===== config.mk =====
export PLATFORM = sky130hd
export DESIGN_NAME = rx_sequence_filter_link_quality_top_flat
export DESIGN_NICKNAME = d
export VERILOG_FILES = /design/src/rsf_pkg.sv /design/src/rsf_ifs.sv /design/src/rx_sequence_filter_link_quality_top.sv /design/src/rsf_ram.sv /design/src/rsf_front.sv /design/src/rsf_queue.sv /design/src/rsf_exec.sv /design/src/flat_wrapper.sv
export VERILOG_INCLUDE_DIRS = /design/src /design/src/src
export SDC_FILE = /design/constraint.sdc
export NUM_CORES = 2
export LEC_CHECK = 0
export BUFFER_PORTS_ARGS = -buffer_cell sky130_fd_sc_hd__buf_2
export CAP_MARGIN = 20
export CORE_MARGIN = 4
export CORE_UTILIZATION = 50
export DETAILED_ROUTE_END_ITERATION = 6
export PLACE_DENSITY = 0.64
export SYNTH_ARGS = -nofsm -noshare
export SYNTH_HDL_FRONTEND = slang
export SYNTH_SLANG_ARGS = --single-unit

===== constraint.sdc =====
create_clock -name i_clk -period 8.9 [get_ports i_clk]
set_input_delay 0.89 -clock i_clk [delete_from_list [all_inputs] [get_ports i_clk]]
set_output_delay 0.89 -clock i_clk [all_outputs]
set_load 0.005 [all_outputs]

===== src/rx_sequence_filter_link_quality_top_assert.svh =====
// ----------------------------------------------------------------------------
// rx_sequence_filter_link_quality_top_assert.svh
// Assertion macros shared by the receive sequence filter RTL.
// ----------------------------------------------------------------------------
`ifndef RX_SEQUENCE_FILTER_LINK_QUALITY_TOP_ASSERT_SVH
`define RX_SEQUENCE_FILTER_LINK_QUALITY_TOP_ASSERT_SVH

// same-cycle implication, disabled in reset
`define RSF_ASSERT(lbl, clk, rst_n, prop, msg) \
    lbl: assert property (@(posedge clk) disable iff (!rst_n) (prop)) else $error(msg);

// next-cycle implication, disabled in reset
`define RSF_ASSERT_NEXT(lbl, clk, rst_n, ante, cons, msg) \
    lbl: assert property (@(posedge clk) disable iff (!rst_n) (ante) |=> (cons)) else $error(msg);

`endif


===== src/rsf_pkg.sv =====
// ----------------------------------------------------------------------------
// rsf_pkg
// Types, widths and codes of the receive sequence filter.
// ----------------------------------------------------------------------------
package rsf_pkg;

    localparam int DEF_NUM_CHANNELS = 256;

    localparam int TYPE_W     = 3;
    localparam int CHAN_W     = 8;
    localparam int SEQ_W      = 8;
    localparam int CFG_W      = 8;
    localparam int ACK_SEQ_W  = 16;
    localparam int PCT_W      = 8;
    localparam int CNT_W      = 32;
    localparam int CHAN_SPACE = 2 ** CHAN_W;

    localparam logic       KIND_REPORT  = 1'b1;
    localparam logic [2:0] FT_ACK       = 3'd1;
    localparam logic [2:0] FT_WITH_ACK  = 3'd4;

    localparam int WRAP_WINDOW   = -10;
    localparam int WRAP_DISTANCE = 256;
    localparam int PERCENT       = 100;

    // quotient never exceeds PERCENT, so seven bits are enough
    localparam int DIV_STEPS = $clog2(PERCENT + 1);
    localparam int DIV_W     = CNT_W + 1 + DIV_STEPS;

    localparam int QUEUE_DEPTH = 2;

    localparam logic signed [PCT_W-1:0] PCT_NONE = -8'sd1;

    typedef struct packed {
        logic              is_report;
        logic              is_ack;
        logic              is_wack;
        logic [CHAN_W-1:0] chan;
        logic [SEQ_W-1:0]  seq;
    } t_cmd;

    typedef struct packed {
        logic                     accept;
        logic                     ack_out;
        logic [CHAN_W-1:0]        ack_chan;
        logic [ACK_SEQ_W-1:0]     ack_seq;
        logic [SEQ_W-1:0]         ack_echo;
        logic                     report_valid;
        logic signed [PCT_W-1:0]  rx_quality_pct;
        logic signed [PCT_W-1:0]  rx_useful_pct;
    } t_out;

    typedef enum logic [2:0] {
        S_IDLE,
        S_LOOK,
        S_DIV_LOAD,
        S_DIV_RUN,
        S_RPT_OUT
    } t_exec_state;

    function automatic logic [CNT_W-1:0] f_sat_add(input logic [CNT_W-1:0] a,
                                                   input logic [CNT_W-1:0] b);
        logic [CNT_W:0] s;
        s = {1'b0, a} + {1'b0, b};
        return s[CNT_W] ? {CNT_W{1'b1}} : s[CNT_W-1:0];
    endfunction

endpackage


===== src/rsf_ifs.sv =====
// ----------------------------------------------------------------------------
// rsf_ifs
// Valid/ready channels for frame header words and result words.
// ----------------------------------------------------------------------------
interface rsf_in_if import rsf_pkg::*; ();
    logic              valid;
    logic              ready;
    logic              kind;
    logic [TYPE_W-1:0] frame_type;
    logic [CHAN_W-1:0] chan_id;
    logic [SEQ_W-1:0]  seq_num;

    modport source (output valid, kind, frame_type, chan_id, seq_num, input ready);
    modport sink   (input valid, kind, frame_type, chan_id, seq_num, output ready);
endinterface

interface rsf_out_if import rsf_pkg::*; ();
    logic                     valid;
    logic                     ready;
    logic                     accept;
    logic                     ack_out;
    logic [CHAN_W-1:0]        ack_chan;
    logic [ACK_SEQ_W-1:0]     ack_seq;
    logic [SEQ_W-1:0]         ack_echo;
    logic                     report_valid;
    logic signed [PCT_W-1:0]  rx_quality_pct;
    logic signed [PCT_W-1:0]  rx_useful_pct;

    modport source (output valid, accept, ack_out, ack_chan, ack_seq, ack_echo,
                    report_valid, rx_quality_pct, rx_useful_pct, input ready);
    modport sink   (input valid, accept, ack_out, ack_chan, ack_seq, ack_echo,
                    report_valid, rx_quality_pct, rx_useful_pct, output ready);
endinterface


===== src/rx_sequence_filter_link_quality_top.sv =====
// ----------------------------------------------------------------------------
// rx_sequence_filter_link_quality_top
// Receive sequence filter with per-channel last sequence and link quality.
// ----------------------------------------------------------------------------
// i_in takes one word per frame header (kind 0) or report tick (kind 1);
// o_out gives exactly one result word for each.
// i_cfg_wr_en / i_cfg_wr_data write the ack channel offset; write it idle.
// In the execute stage a frame header first gets one sequence RAM read,
// then the compare, table write and result register load, which wait while
// o_out is stalled; execute takes a new word only once the last one is done.
// A report tick runs a shared restoring divider twice, one quotient bit a
// cycle, 7 bits each; the divider is skipped when nothing was received.
// A two-word queue sits between decode and execute, and the result register
// sits at the output, so input words are still taken while o_out is stalled
// until the queue fills.
// Reset clears counters, ack sequence, offset and per-channel seen bits;
// no clearing pass over the sequence RAM is needed.
// ----------------------------------------------------------------------------
module rx_sequence_filter_link_quality_top import rsf_pkg::*; #(
    parameter int NUM_CHANNELS = DEF_NUM_CHANNELS
) (
    input  logic              i_clk,
    input  logic              i_rst_n,
    input  logic              i_cfg_wr_en,
    input  logic [CFG_W-1:0]  i_cfg_wr_data,
    rsf_in_if.sink            i_in,
    rsf_out_if.source         o_out
);

    logic w_f_valid;
    logic w_f_ready;
    t_cmd w_f_cmd;
    logic w_q_valid;
    logic w_q_ready;
    t_cmd w_q_cmd;

    rsf_front u_front (
        .i_clk       (i_clk),
        .i_rst_n     (i_rst_n),
        .i_in        (i_in),
        .o_cmd_valid (w_f_valid),
        .o_cmd       (w_f_cmd),
        .i_cmd_ready (w_f_ready)
    );

    rsf_queue u_queue (
        .i_clk        (i_clk),
        .i_rst_n      (i_rst_n),
        .i_push_valid (w_f_valid),
        .o_push_ready (w_f_ready),
        .i_push_cmd   (w_f_cmd),
        .o_pop_valid  (w_q_valid),
        .i_pop_ready  (w_q_ready),
        .o_pop_cmd    (w_q_cmd)
    );

    rsf_exec #(
        .NUM_CHANNELS (NUM_CHANNELS)
    ) u_exec (
        .i_clk         (i_clk),
        .i_rst_n       (i_rst_n),
        .i_cmd_valid   (w_q_valid),
        .o_cmd_ready   (w_q_ready),
        .i_cmd         (w_q_cmd),
        .i_cfg_wr_en   (i_cfg_wr_en),
        .i_cfg_wr_data (i_cfg_wr_data),
        .o_out         (o_out)
    );

endmodule


===== src/rsf_ram.sv =====
// ----------------------------------------------------------------------------
// rsf_ram
// Simple dual-port RAM, one write port, one registered read port.
// ----------------------------------------------------------------------------
module rsf_ram #(
    parameter int WIDTH = 8,
    parameter int DEPTH = 256
) (
    input  logic                     i_clk,
    input  logic                     i_we,
    input  logic [$clog2(DEPTH)-1:0] i_waddr,
    input  logic [WIDTH-1:0]         i_wdata,
    input  logic [$clog2(DEPTH)-1:0] i_raddr,
    output logic [WIDTH-1:0]         o_rdata
);

    logic [WIDTH-1:0] r_mem [DEPTH];
    logic [WIDTH-1:0] r_rdata;

    always_ff @(posedge i_clk) begin
        if (i_we) begin
            r_mem[i_waddr] <= i_wdata;
        end
        r_rdata <= r_mem[i_raddr];
    end

    assign o_rdata = r_rdata;

endmodule


===== src/rsf_front.sv =====
// ----------------------------------------------------------------------------
// rsf_front
// Input stage: takes header and tick words and decodes them into commands.
// ----------------------------------------------------------------------------
module rsf_front import rsf_pkg::*; (
    input  logic         i_clk,
    input  logic         i_rst_n,
    rsf_in_if.sink       i_in,
    output logic         o_cmd_valid,
    output t_cmd         o_cmd,
    input  logic         i_cmd_ready
);

    logic r_valid;
    logic n_valid;
    t_cmd r_cmd;
    t_cmd n_cmd;
    logic w_take;

    assign i_in.ready = !r_valid || i_cmd_ready;
    assign w_take     = i_in.valid && i_in.ready;

    always_comb begin
        n_valid = r_valid;
        n_cmd   = r_cmd;
        if (i_cmd_ready) begin
            n_valid = 1'b0;
        end
        if (w_take) begin
            n_valid         = 1'b1;
            n_cmd.is_report = (i_in.kind == KIND_REPORT);
            n_cmd.is_ack    = (i_in.frame_type == FT_ACK);
            n_cmd.is_wack   = (i_in.frame_type == FT_WITH_ACK);
            n_cmd.chan      = i_in.chan_id;
            n_cmd.seq       = i_in.seq_num;
        end
    end

    always_ff @(posedge i_clk) begin
        if (!i_rst_n) begin
            r_valid <= 1'b0;
        end else begin
            r_valid <= n_valid;
        end
        r_cmd <= n_cmd;
    end

    assign o_cmd_valid = r_valid;
    assign o_cmd       = r_cmd;

endmodule


===== src/rsf_queue.sv =====
// ----------------------------------------------------------------------------
// rsf_queue
// Short command FIFO between the decode stage and the execute stage.
// ----------------------------------------------------------------------------
module rsf_queue import rsf_pkg::*; (
    input  logic  i_clk,
    input  logic  i_rst_n,
    input  logic  i_push_valid,
    output logic  o_push_ready,
    input  t_cmd  i_push_cmd,
    output logic  o_pop_valid,
    input  logic  i_pop_ready,
    output t_cmd  o_pop_cmd
);

    localparam int PTR_W  = (QUEUE_DEPTH > 1) ? $clog2(QUEUE_DEPTH) : 1;
    localparam int QCNT_W = $clog2(QUEUE_DEPTH + 1);

    t_cmd              r_mem [QUEUE_DEPTH];
    logic [PTR_W-1:0]  r_wptr;
    logic [PTR_W-1:0]  r_rptr;
    logic [QCNT_W-1:0] r_cnt;
    logic [PTR_W-1:0]  n_wptr;
    logic [PTR_W-1:0]  n_rptr;
    logic [QCNT_W-1:0] n_cnt;
    logic              w_push;
    logic              w_pop;

    assign o_push_ready = (r_cnt != QCNT_W'(QUEUE_DEPTH));
    assign o_pop_valid  = (r_cnt != '0);
    assign o_pop_cmd    = r_mem[r_rptr];
    assign w_push       = i_push_valid && o_push_ready;
    assign w_pop        = o_pop_valid && i_pop_ready;

    always_comb begin
        n_wptr = r_wptr;
        n_rptr = r_rptr;
        n_cnt  = r_cnt;
        if (w_push) begin
            n_wptr = (r_wptr == PTR_W'(QUEUE_DEPTH - 1)) ? '0 : r_wptr + 1'b1;
        end
        if (w_pop) begin
            n_rptr = (r_rptr == PTR_W'(QUEUE_DEPTH - 1)) ? '0 : r_rptr + 1'b1;
        end
        if (w_push && !w_pop) begin
            n_cnt = r_cnt + 1'b1;
        end else if (w_pop && !w_push) begin
            n_cnt = r_cnt - 1'b1;
        end
    end

    always_ff @(posedge i_clk) begin
        if (!i_rst_n) begin
            r_wptr <= '0;
            r_rptr <= '0;
            r_cnt  <= '0;
        end else begin
            r_wptr <= n_wptr;
            r_rptr <= n_rptr;
            r_cnt  <= n_cnt;
        end
        if (w_push) begin
            r_mem[r_wptr] <= i_push_cmd;
        end
    end

endmodule


===== src/rsf_exec.sv =====
// ----------------------------------------------------------------------------
// rsf_exec
// Execute stage: sequence table update, link counters, report divider and
// result register.
// ----------------------------------------------------------------------------
`include "rx_sequence_filter_link_quality_top_assert.svh"

module rsf_exec import rsf_pkg::*; #(
    parameter int NUM_CHANNELS = DEF_NUM_CHANNELS
) (
    input  logic              i_clk,
    input  logic              i_rst_n,
    input  logic              i_cmd_valid,
    output logic              o_cmd_ready,
    input  t_cmd              i_cmd,
    input  logic              i_cfg_wr_en,
    input  logic [CFG_W-1:0]  i_cfg_wr_data,
    rsf_out_if.source         o_out
);

    localparam int IDX_W   = $clog2(NUM_CHANNELS);
    localparam int DIFF_W  = SEQ_W + 2;
    localparam int STEP_W  = $clog2(DIV_STEPS);

    localparam logic signed [DIFF_W-1:0] WRAP_LO  = DIFF_W'(WRAP_WINDOW);
    localparam logic signed [DIFF_W-1:0] WRAP_ADD = DIFF_W'(WRAP_DISTANCE);

    typedef logic [IDX_W-1:0] t_idx_tab [CHAN_SPACE];

    function automatic t_idx_tab f_idx_tab();
        t_idx_tab tab;
        for (int i = 0; i < CHAN_SPACE; i++) begin
            tab[i] = IDX_W'(i % NUM_CHANNELS);
        end
        return tab;
    endfunction

    localparam t_idx_tab IDX_TAB = f_idx_tab();

    t_exec_state              r_state;
    t_exec_state              n_state;
    t_cmd                     r_cmd;
    t_cmd                     n_cmd;
    logic [IDX_W-1:0]         r_idx;
    logic [IDX_W-1:0]         n_idx;
    t_out                     r_out;
    t_out                     n_out;
    logic                     r_out_valid;
    logic                     n_out_valid;
    logic [CFG_W-1:0]         r_ack_off;
    logic [CFG_W-1:0]         n_ack_off;
    logic [ACK_SEQ_W-1:0]     r_ack_num;
    logic [ACK_SEQ_W-1:0]     n_ack_num;
    logic [CNT_W-1:0]         r_miss_cnt;
    logic [CNT_W-1:0]         n_miss_cnt;
    logic [CNT_W-1:0]         r_useful_cnt;
    logic [CNT_W-1:0]         n_useful_cnt;
    logic [CNT_W-1:0]         r_useless_cnt;
    logic [CNT_W-1:0]         n_useless_cnt;
    logic                     r_seen [NUM_CHANNELS];

    logic [CNT_W:0]           r_recv;
    logic [CNT_W:0]           n_recv;
    logic [CNT_W-1:0]         r_useful;
    logic [CNT_W-1:0]         n_useful;
    logic [CNT_W-1:0]         r_miss;
    logic [CNT_W-1:0]         n_miss;
    logic [DIV_W-1:0]         r_rem;
    logic [DIV_W-1:0]         n_rem;
    logic [DIV_W-1:0]         r_dsh;
    logic [DIV_W-1:0]         n_dsh;
    logic [DIV_STEPS-1:0]     r_q;
    logic [DIV_STEPS-1:0]     n_q;
    logic [STEP_W-1:0]        r_bit;
    logic [STEP_W-1:0]        n_bit;
    logic                     r_pass;
    logic                     n_pass;
    logic signed [PCT_W-1:0]  r_qpct;
    logic signed [PCT_W-1:0]  n_qpct;
    logic signed [PCT_W-1:0]  r_upct;
    logic signed [PCT_W-1:0]  n_upct;

    logic                     w_pop;
    logic                     w_out_free;
    logic [IDX_W-1:0]         w_raddr;
    logic [SEQ_W-1:0]         w_prev;
    logic                     w_ram_we;
    logic                     w_seen_set;
    logic                     w_prev_seen;
    logic signed [DIFF_W-1:0] w_diff;
    logic signed [DIFF_W-1:0] w_qdiff;
    logic                     w_wrapped;
    logic                     w_fresh;
    logic [SEQ_W-1:0]         w_miss_inc;
    logic [CNT_W+1:0]         w_total;
    logic [DIV_W:0]           w_trial;
    logic                     w_take;

    rsf_ram #(
        .WIDTH (SEQ_W),
        .DEPTH (NUM_CHANNELS)
    ) u_seq_ram (
        .i_clk   (i_clk),
        .i_we    (w_ram_we),
        .i_waddr (r_idx),
        .i_wdata (r_cmd.seq),
        .i_raddr (w_raddr),
        .o_rdata (w_prev)
    );

    assign o_cmd_ready = (r_state == S_IDLE);
    assign w_pop       = i_cmd_valid && o_cmd_ready;
    assign w_out_free  = !r_out_valid || o_out.ready;

    // sequence window
    assign w_prev_seen = r_seen[r_idx];
    assign w_diff      = $signed({2'b00, r_cmd.seq}) - $signed({2'b00, w_prev});
    assign w_wrapped   = (w_diff < WRAP_LO);
    assign w_qdiff     = w_wrapped ? (w_diff + WRAP_ADD) : w_diff;
    assign w_fresh     = !w_prev_seen || (w_diff > 0) || w_wrapped;
    assign w_miss_inc  = SEQ_W'(w_qdiff - DIFF_W'(1));

    assign w_total = {1'b0, r_recv} + {2'b00, r_miss};
    assign w_trial = {1'b0, r_rem} - {1'b0, r_dsh};
    assign w_take  = !w_trial[DIV_W];

    always_comb begin
        n_state       = r_state;
        n_cmd         = r_cmd;
        n_idx         = r_idx;
        n_out         = r_out;
        n_out_valid   = r_out_valid;
        n_ack_off     = i_cfg_wr_en ? i_cfg_wr_data : r_ack_off;
        n_ack_num     = r_ack_num;
        n_miss_cnt    = r_miss_cnt;
        n_useful_cnt  = r_useful_cnt;
        n_useless_cnt = r_useless_cnt;
        n_recv        = r_recv;
        n_useful      = r_useful;
        n_miss        = r_miss;
        n_rem         = r_rem;
        n_dsh         = r_dsh;
        n_q           = r_q;
        n_bit         = r_bit;
        n_pass        = r_pass;
        n_qpct        = r_qpct;
        n_upct        = r_upct;
        w_raddr       = r_idx;
        w_ram_we      = 1'b0;
        w_seen_set    = 1'b0;

        if (r_out_valid && o_out.ready) begin
            n_out_valid = 1'b0;
        end

        case (r_state)
            S_IDLE: begin
                w_raddr = IDX_TAB[i_cmd.chan];
                if (w_pop) begin
                    n_cmd = i_cmd;
                    n_idx = IDX_TAB[i_cmd.chan];
                    if (i_cmd.is_report) begin
                        n_recv        = {1'b0, r_useful_cnt} + {1'b0, r_useless_cnt};
                        n_useful      = r_useful_cnt;
                        n_miss        = r_miss_cnt;
                        n_miss_cnt    = '0;
                        n_useful_cnt  = '0;
                        n_useless_cnt = '0;
                        n_pass        = 1'b0;
                        n_state       = S_DIV_LOAD;
                    end else begin
                        n_state = S_LOOK;
                    end
                end
            end
            S_LOOK: begin
                if (w_out_free) begin
                    if (w_prev_seen && (w_qdiff > 0)) begin
                        n_miss_cnt   = f_sat_add(r_miss_cnt, CNT_W'(w_miss_inc));
                        n_useful_cnt = f_sat_add(r_useful_cnt, CNT_W'(1));
                    end else begin
                        n_useless_cnt = f_sat_add(r_useless_cnt, CNT_W'(1));
                    end
                    n_out = '0;
                    if (r_cmd.is_ack) begin
                        w_ram_we   = 1'b1;
                        w_seen_set = 1'b1;
                    end else begin
                        if (r_cmd.is_wack) begin
                            n_out.ack_out  = 1'b1;
                            n_out.ack_chan = r_cmd.chan + r_ack_off;
                            n_out.ack_seq  = r_ack_num;
                            n_out.ack_echo = r_cmd.seq;
                            n_ack_num      = r_ack_num + 1'b1;
                        end
                        if (w_fresh) begin
                            w_ram_we     = 1'b1;
                            w_seen_set   = 1'b1;
                            n_out.accept = 1'b1;
                        end
                    end
                    n_out_valid = 1'b1;
                    n_state     = S_IDLE;
                end
            end
            S_DIV_LOAD: begin
                if (r_recv == '0) begin
                    n_qpct  = PCT_NONE;
                    n_upct  = PCT_NONE;
                    n_state = S_RPT_OUT;
                end else begin
                    if (!r_pass) begin
                        n_rem = DIV_W'(r_recv) * DIV_W'(PERCENT);
                        n_dsh = DIV_W'(w_total) << (DIV_STEPS - 1);
                    end else begin
                        n_rem = DIV_W'(r_useful) * DIV_W'(PERCENT);
                        n_dsh = DIV_W'(r_recv) << (DIV_STEPS - 1);
                    end
                    n_q     = '0;
                    n_bit   = STEP_W'(DIV_STEPS - 1);
                    n_state = S_DIV_RUN;
                end
            end
            S_DIV_RUN: begin
                if (w_take) begin
                    n_rem = w_trial[DIV_W-1:0];
                end
                n_dsh = r_dsh >> 1;
                n_q   = {r_q[DIV_STEPS-2:0], w_take};
                n_bit = r_bit - 1'b1;
                if (r_bit == '0) begin
                    if (!r_pass) begin
                        n_qpct  = PCT_W'(n_q);
                        n_pass  = 1'b1;
                        n_state = S_DIV_LOAD;
                    end else begin
                        n_upct  = PCT_W'(n_q);
                        n_state = S_RPT_OUT;
                    end
                end
            end
            S_RPT_OUT: begin
                if (w_out_free) begin
                    n_out                = '0;
                    n_out.report_valid   = 1'b1;
                    n_out.rx_quality_pct = r_qpct;
                    n_out.rx_useful_pct  = r_upct;
                    n_out_valid          = 1'b1;
                    n_state              = S_IDLE;
                end
            end
            default: begin
                n_state = S_IDLE;
            end
        endcase
    end

    always_ff @(posedge i_clk) begin
        if (!i_rst_n) begin
            r_state <= S_IDLE;
        end else begin
            r_state <= n_state;
        end
    end

    always_ff @(posedge i_clk) begin
        if (!i_rst_n) begin
            r_out_valid   <= 1'b0;
            r_ack_off     <= '0;
            r_ack_num     <= '0;
            r_miss_cnt    <= '0;
            r_useful_cnt  <= '0;
            r_useless_cnt <= '0;
            r_pass        <= 1'b0;
            for (int i = 0; i < NUM_CHANNELS; i++) begin
                r_seen[i] <= 1'b0;
            end
        end else begin
            r_out_valid   <= n_out_valid;
            r_ack_off     <= n_ack_off;
            r_ack_num     <= n_ack_num;
            r_miss_cnt    <= n_miss_cnt;
            r_useful_cnt  <= n_useful_cnt;
            r_useless_cnt <= n_useless_cnt;
            r_pass        <= n_pass;
            if (w_seen_set) begin
                r_seen[r_idx] <= 1'b1;
            end
        end
        r_cmd    <= n_cmd;
        r_idx    <= n_idx;
        r_out    <= n_out;
        r_recv   <= n_recv;
        r_useful <= n_useful;
        r_miss   <= n_miss;
        r_rem    <= n_rem;
        r_dsh    <= n_dsh;
        r_q      <= n_q;
        r_bit    <= n_bit;
        r_qpct   <= n_qpct;
        r_upct   <= n_upct;
    end

    assign o_out.valid          = r_out_valid;
    assign o_out.accept         = r_out.accept;
    assign o_out.ack_out        = r_out.ack_out;
    assign o_out.ack_chan       = r_out.ack_chan;
    assign o_out.ack_seq        = r_out.ack_seq;
    assign o_out.ack_echo       = r_out.ack_echo;
    assign o_out.report_valid   = r_out.report_valid;
    assign o_out.rx_quality_pct = r_out.rx_quality_pct;
    assign o_out.rx_useful_pct  = r_out.rx_useful_pct;

    `RSF_ASSERT(a_div_bound, i_clk, i_rst_n,
        (r_state != S_DIV_RUN) || ({1'b0, r_rem} < {r_dsh, 1'b0}),
        "divider remainder out of range")
    `RSF_ASSERT_NEXT(a_rpt_clear, i_clk, i_rst_n, w_pop && i_cmd.is_report,
        (r_miss_cnt == '0) && (r_useful_cnt == '0) && (r_useless_cnt == '0),
        "counters not cleared by report")
    `RSF_ASSERT(a_rpt_range, i_clk, i_rst_n,
        !(r_out_valid && r_out.report_valid) ||
        (((r_out.rx_quality_pct <= 8'sd100) || (r_out.rx_quality_pct == PCT_NONE)) &&
         ((r_out.rx_useful_pct <= 8'sd100) || (r_out.rx_useful_pct == PCT_NONE)) &&
         !r_out.accept && !r_out.ack_out),
        "bad report word")
    `RSF_ASSERT_NEXT(a_ack_step, i_clk, i_rst_n,
        (r_state == S_LOOK) && w_out_free && r_cmd.is_wack,
        r_ack_num == $past(r_ack_num) + 1'b1,
        "ack sequence did not advance")

endmodule

===== src/flat_wrapper.sv =====
// flat-port wrapper written by rule: the top's interface ports become plain ports
module rx_sequence_filter_link_quality_top_flat import rsf_pkg::*;
#(
    parameter int NUM_CHANNELS = DEF_NUM_CHANNELS
)
  (i_clk, i_rst_n, i_cfg_wr_en, i_cfg_wr_data, i_in_valid, i_in_kind, i_in_frame_type, i_in_chan_id, i_in_seq_num, i_in_ready, o_out_valid, o_out_accept, o_out_ack_out, o_out_ack_chan, o_out_ack_seq, o_out_ack_echo, o_out_report_valid, o_out_rx_quality_pct, o_out_rx_useful_pct, o_out_ready);
  rsf_in_if i_in_i ();
  rsf_out_if o_out_i ();
  input  logic i_clk;
  input  logic i_rst_n;
  input  logic i_cfg_wr_en;
  input  logic [CFG_W-1:0] i_cfg_wr_data;
  input wire logic [$bits(i_in_i.valid)-1:0] i_in_valid;
  input wire logic [$bits(i_in_i.kind)-1:0] i_in_kind;
  input wire logic [$bits(i_in_i.frame_type)-1:0] i_in_frame_type;
  input wire logic [$bits(i_in_i.chan_id)-1:0] i_in_chan_id;
  input wire logic [$bits(i_in_i.seq_num)-1:0] i_in_seq_num;
  output wire logic [$bits(i_in_i.ready)-1:0] i_in_ready;
  output wire logic [$bits(o_out_i.valid)-1:0] o_out_valid;
  output wire logic [$bits(o_out_i.accept)-1:0] o_out_accept;
  output wire logic [$bits(o_out_i.ack_out)-1:0] o_out_ack_out;
  output wire logic [$bits(o_out_i.ack_chan)-1:0] o_out_ack_chan;
  output wire logic [$bits(o_out_i.ack_seq)-1:0] o_out_ack_seq;
  output wire logic [$bits(o_out_i.ack_echo)-1:0] o_out_ack_echo;
  output wire logic [$bits(o_out_i.report_valid)-1:0] o_out_report_valid;
  output wire logic [$bits(o_out_i.rx_quality_pct)-1:0] o_out_rx_quality_pct;
  output wire logic [$bits(o_out_i.rx_useful_pct)-1:0] o_out_rx_useful_pct;
  input wire logic [$bits(o_out_i.ready)-1:0] o_out_ready;
  assign i_in_i.valid = i_in_valid;
  assign i_in_i.kind = i_in_kind;
  assign i_in_i.frame_type = i_in_frame_type;
  assign i_in_i.chan_id = i_in_chan_id;
  assign i_in_i.seq_num = i_in_seq_num;
  assign i_in_ready = i_in_i.ready;
  assign o_out_valid = o_out_i.valid;
  assign o_out_accept = o_out_i.accept;
  assign o_out_ack_out = o_out_i.ack_out;
  assign o_out_ack_chan = o_out_i.ack_chan;
  assign o_out_ack_seq = o_out_i.ack_seq;
  assign o_out_ack_echo = o_out_i.ack_echo;
  assign o_out_report_valid = o_out_i.report_valid;
  assign o_out_rx_quality_pct = o_out_i.rx_quality_pct;
  assign o_out_rx_useful_pct = o_out_i.rx_useful_pct;
  assign o_out_i.ready = o_out_ready;
  rx_sequence_filter_link_quality_top #(.NUM_CHANNELS(NUM_CHANNELS)) u_core (.i_clk(i_clk), .i_rst_n(i_rst_n), .i_cfg_wr_en(i_cfg_wr_en), .i_cfg_wr_data(i_cfg_wr_data), .i_in(i_in_i), .o_out(o_out_i));
endmodule

==> results.py <==
metrics = {
    "flow_run": {
        "drv_cap": 0,
    },
    "die": {
        "rows": 181,
        "die_area_um2": 252000,
        "io_pins": 86,
        "die_width_um": 502,
        "die_h_um": 502,
        "initial_core_util_pct": 50.2,
        "coreArea_um2": 243000,
    },
    "finish": {
        "drive_gt1_share_pct": 11.4,
        "utilization_pct": 55.9,
        "area_growth_pct": 11.3,
        "register_area_um2": 79400,
        "multi_input_area_um2": 39300,
        "final_common_cell": "edfxtp_1",
        "instances_no_fill": 12480,
        "layout.nets": 9503,
        "final_cell_mix": "edfxtp_1, nand2_1, a21oi_1",
        "nFillCells": 19258,
    },
    "synthesis": {
        "synth_top_cell_area_share_pct": 58.5,
        "synth_seq_cells": 2779,
        "synth_area_um2": 122000,
        "async_reset_ff_share_pct": 0,
        "synth_top_cell_by_area": "edfxtp_1",
        "avgSynthCellArea_um2": 13.5,
        "syn-instance-count": 9038,
        "synth_top_flop_cell": "edfxtp_1",
        "syn-num-nets": 9488,
        "seq_area_frac_synth_pct": 65.1,
        "synth_edf_count": 2376,
        "ys_warn_count": 0,
        "synth.distinct_cells": 84,
        "synth.area.top_cells": "edfxtp_1, dfxtp_1, mux4_2",
    },
    "setup_path": {
        "crit_required_ns": 9.44,
        "worstSetupPathType": "register to register",
        "worst_path_max_delay_cell": "dfxtp_2",
        "cp.arrival_ns": 7.20,
        "reg2reg_depth": 11,
        "rrSetupSlack_ns": 2.24,
        "crit_path_end_kind": "register",
        "crit_path_cell_trace": "buf_4 > mux4_2 > mux4_2 > mux4_2 > mux2i_1 > a21oi_1 > inv_2 > a211oi_2 > nor4_4 > nand2_2 > nor2_1",
        "cp_max_fo": 39,
        "cp-start-kind": "register",
        "cp_slowest_stage_delay_ns": 1.03,
        "critical_path.most_common_cell": "mux4_2",
        "r2r-end": "u_core.u_exec.u_seq_ram.r_mem[7][7]",
    },
    "cts": {
        "cts-htree-levels": 5,
        "cts_max_path_buffers": 4,
        "path_clk_slew_ns": 0.06,
        "clkSinkCount": 2779,
        "clock_latency_ns": 0.95,
        "cts_setup_buffers": 0,
        "cts_resized": 0,
        "clockRootBuffer": "clkbuf_16",
        "cts_tree": "yes",
        "ctsHoldBuffers": 0,
        "numCtsBuffers": 300,
    },
    "sta": {
        "period_needed_ns": 6.66,
        "fin_setup_tns_ns": 0,
        "finalHoldViolCount": 0,
        "rsz0062_at_grt": "false",
        "setup_viol": 0,
        "finalCritPeriodShare_pct": 74.8,
        "fin_skew_ns": 0.101,
        "finalMaxSlewViolations": 0,
        "worst_slew_pin_slew_ns": 1.19,
        "slew_headroom_pct": 20.2,
        "max_freq_mhz": 150,
    },
    "power_and_ir_drop": {
        "power_density_nw_per_um2": 366,
        "power_w": 0.0496,
        "p_leak_nw": 47.2,
        "ir_drop_mv": 0.444,
    },
    "worst_hold_path": {
        "min_to": "u_core.u_front.o_cmd[4]",
        "whs_path_depth": 1,
        "hold_class": "input port to register",
        "min_from": "i_in_seq_num[4]",
    },
    "drt": {
        "drc": 0,
        "routed.top_layer": "met5",
        "wl_met1_um": 132000,
        "num_vias": 76971,
        "ant_nets": 0,
        "wl_met2_um": 160000,
        "viasPerCell": 6.17,
        "drt_iter0_drc": 8617,
        "drt_wl_total_um": 336000,
        "first_pass_iters": 6,
        "post_drt_wl_per_cell_um": 26.9,
        "wl_met3_um": 28800,
    },
    "run_status": {
        "outcome": "completed",
    },
    "global_route": {
        "antenna_found_initial": 15,
        "grt-ovfl-total": 0,
        "grt_start_max_net_pins": 189,
        "grtUsageTotal_pct": 26.3,
        "grt_pass1_wl_um": 495000,
        "grt_pass1_vias": 75666,
    },
    "placement": {
        "place_inst": 11952,
        "routabilityCongestion": 0.870,
        "port_buffers": 85,
        "dp_hpwl_um": 205000,
    },
}
==> worst max-delay path, delay by kind of cell (launching register included) <==
kind	cells	cell delay, ns
mux	4	1.75
compound gates	2	0.37
simple gates	3	2.42
flops	1	1.03
buf+inv	2	0.65
==> layer usage <==
metal / global-route usage (%) / up-vias
met2: 42.7 / 3711
met4: 10.5 / 2
met3: 4.89 / 775
met1: 35.1 / 38457
li1: - / 34026
met5: 0 / -
==> sequential cells by signal (all words and copies together), names as in the netlist, 18 cells and up, named ones only <==
name	count
u_core.u_exec.r_useless_cnt	32
u_core.u_exec.r_dsh	40
u_core.u_exec.r_cmd	18
u_core.u_exec.r_seen	256
u_core.u_queue.r_mem	38
u_core.u_exec.r_rem	40
u_core.u_exec.r_recv	33
u_core.u_front.o_cmd	19
u_core.u_exec.r_useful	32
u_core.u_exec.r_useful_cnt	32
u_core.u_exec.r_miss	32
u_core.u_exec.r_miss_cnt	32
u_core.u_exec.u_seq_ram.r_mem	2048
==> worst max-delay path by stage <==
stage,start,endpoint,slack [ns]
after floorplan,u_core.u_exec.r_cmd[1],u_core.u_exec.r_miss_cnt[26],1.20
after global placement,register,u_core.u_exec.u_seq_ram.r_mem[7][6],2.41
after detailed placement,register,u_core.u_exec.u_seq_ram.r_mem[12][0],2.26
after CTS,register,u_core.u_exec.u_seq_ram.r_mem[12][0],2.26
after global routing,register,u_core.u_exec.u_seq_ram.r_mem[7][5],2.02
final,register,u_core.u_exec.u_seq_ram.r_mem[7][7],2.24
==> power breakdown <==
part | switching, W | total, W | internal, W
logic | 0.0140 | 0.0210 | 0.00704
registers | 0.000501 | 0.0164 | 0.0159
clock network | 0.00500 | 0.0122 | 0.00725
total | 0.0195 | 0.0496 | 0.0301
==> area by class of cell <==
class                           count  share of cell area, %
Inverter                          418                   1.16
Sequential cell                  2779                   58.5
Clock buffer                      377                   6.00
Tap cell                         3202                   2.95
Antenna cell                        8                 0.0148
Clock inverter                    142                   1.07
Multi-Input combinational cell   5329                   29.0
Timing Repair Buffer              225                   1.33
==> cell families after synthesis <==
logic type / share of synthesized area (%)
and+or+nand+nor: 7.82
AOI/OAI and AO/OA: 9.83
muxes: 8.40
xor gates and xnor gates: 1.24
adders and majority gates: 4.65
DFF: 65.1
buffers and inverters: 2.95
==> cell usage after synthesis (35+ instances only) <==
cell type / number
nor4_1: 45
nand2b_1: 50
a21o_1: 116
inv_1: 415
a22o_1: 36
ha_1: 356
buf_1: 44
and3_1: 42
fa_1: 61
nand2_1: 1099
a211oi_1: 55
nand3_1: 85
o21ai_0: 509
nor2b_1: 64
and2_1: 76
dfxtp_1: 403
nor2_1: 519
o211ai_1: 35
nand4_1: 42
nor3_1: 95
mux2i_1: 257
mux4_2: 333
a31oi_1: 35
o221ai_1: 53
xor2_1: 56
o21a_1: 39
a22oi_1: 57
xnor2_1: 117
edfxtp_1: 2376
clkbuf_1: 403
buf_2: 58
a2111oi_0: 114
o22ai_1: 84
a21oi_1: 648
==> through the flow <==
stage / hold slack, ns / setup slack, ns / area [µm²]
2_1_floorplan: 0.420 / 1.20 / 122000
3_3_place_gp: 0.426 / 2.41 / 126000
3_5_place_dp: 0.438 / 2.26 / 126000
4_1_cts: 0.0983 / 2.26 / 136000
5_1_grt: 0.121 / 2.02 / 136000
6_report: 0.158 / 2.24 / 136000
(Power assumes the default switching activity.)
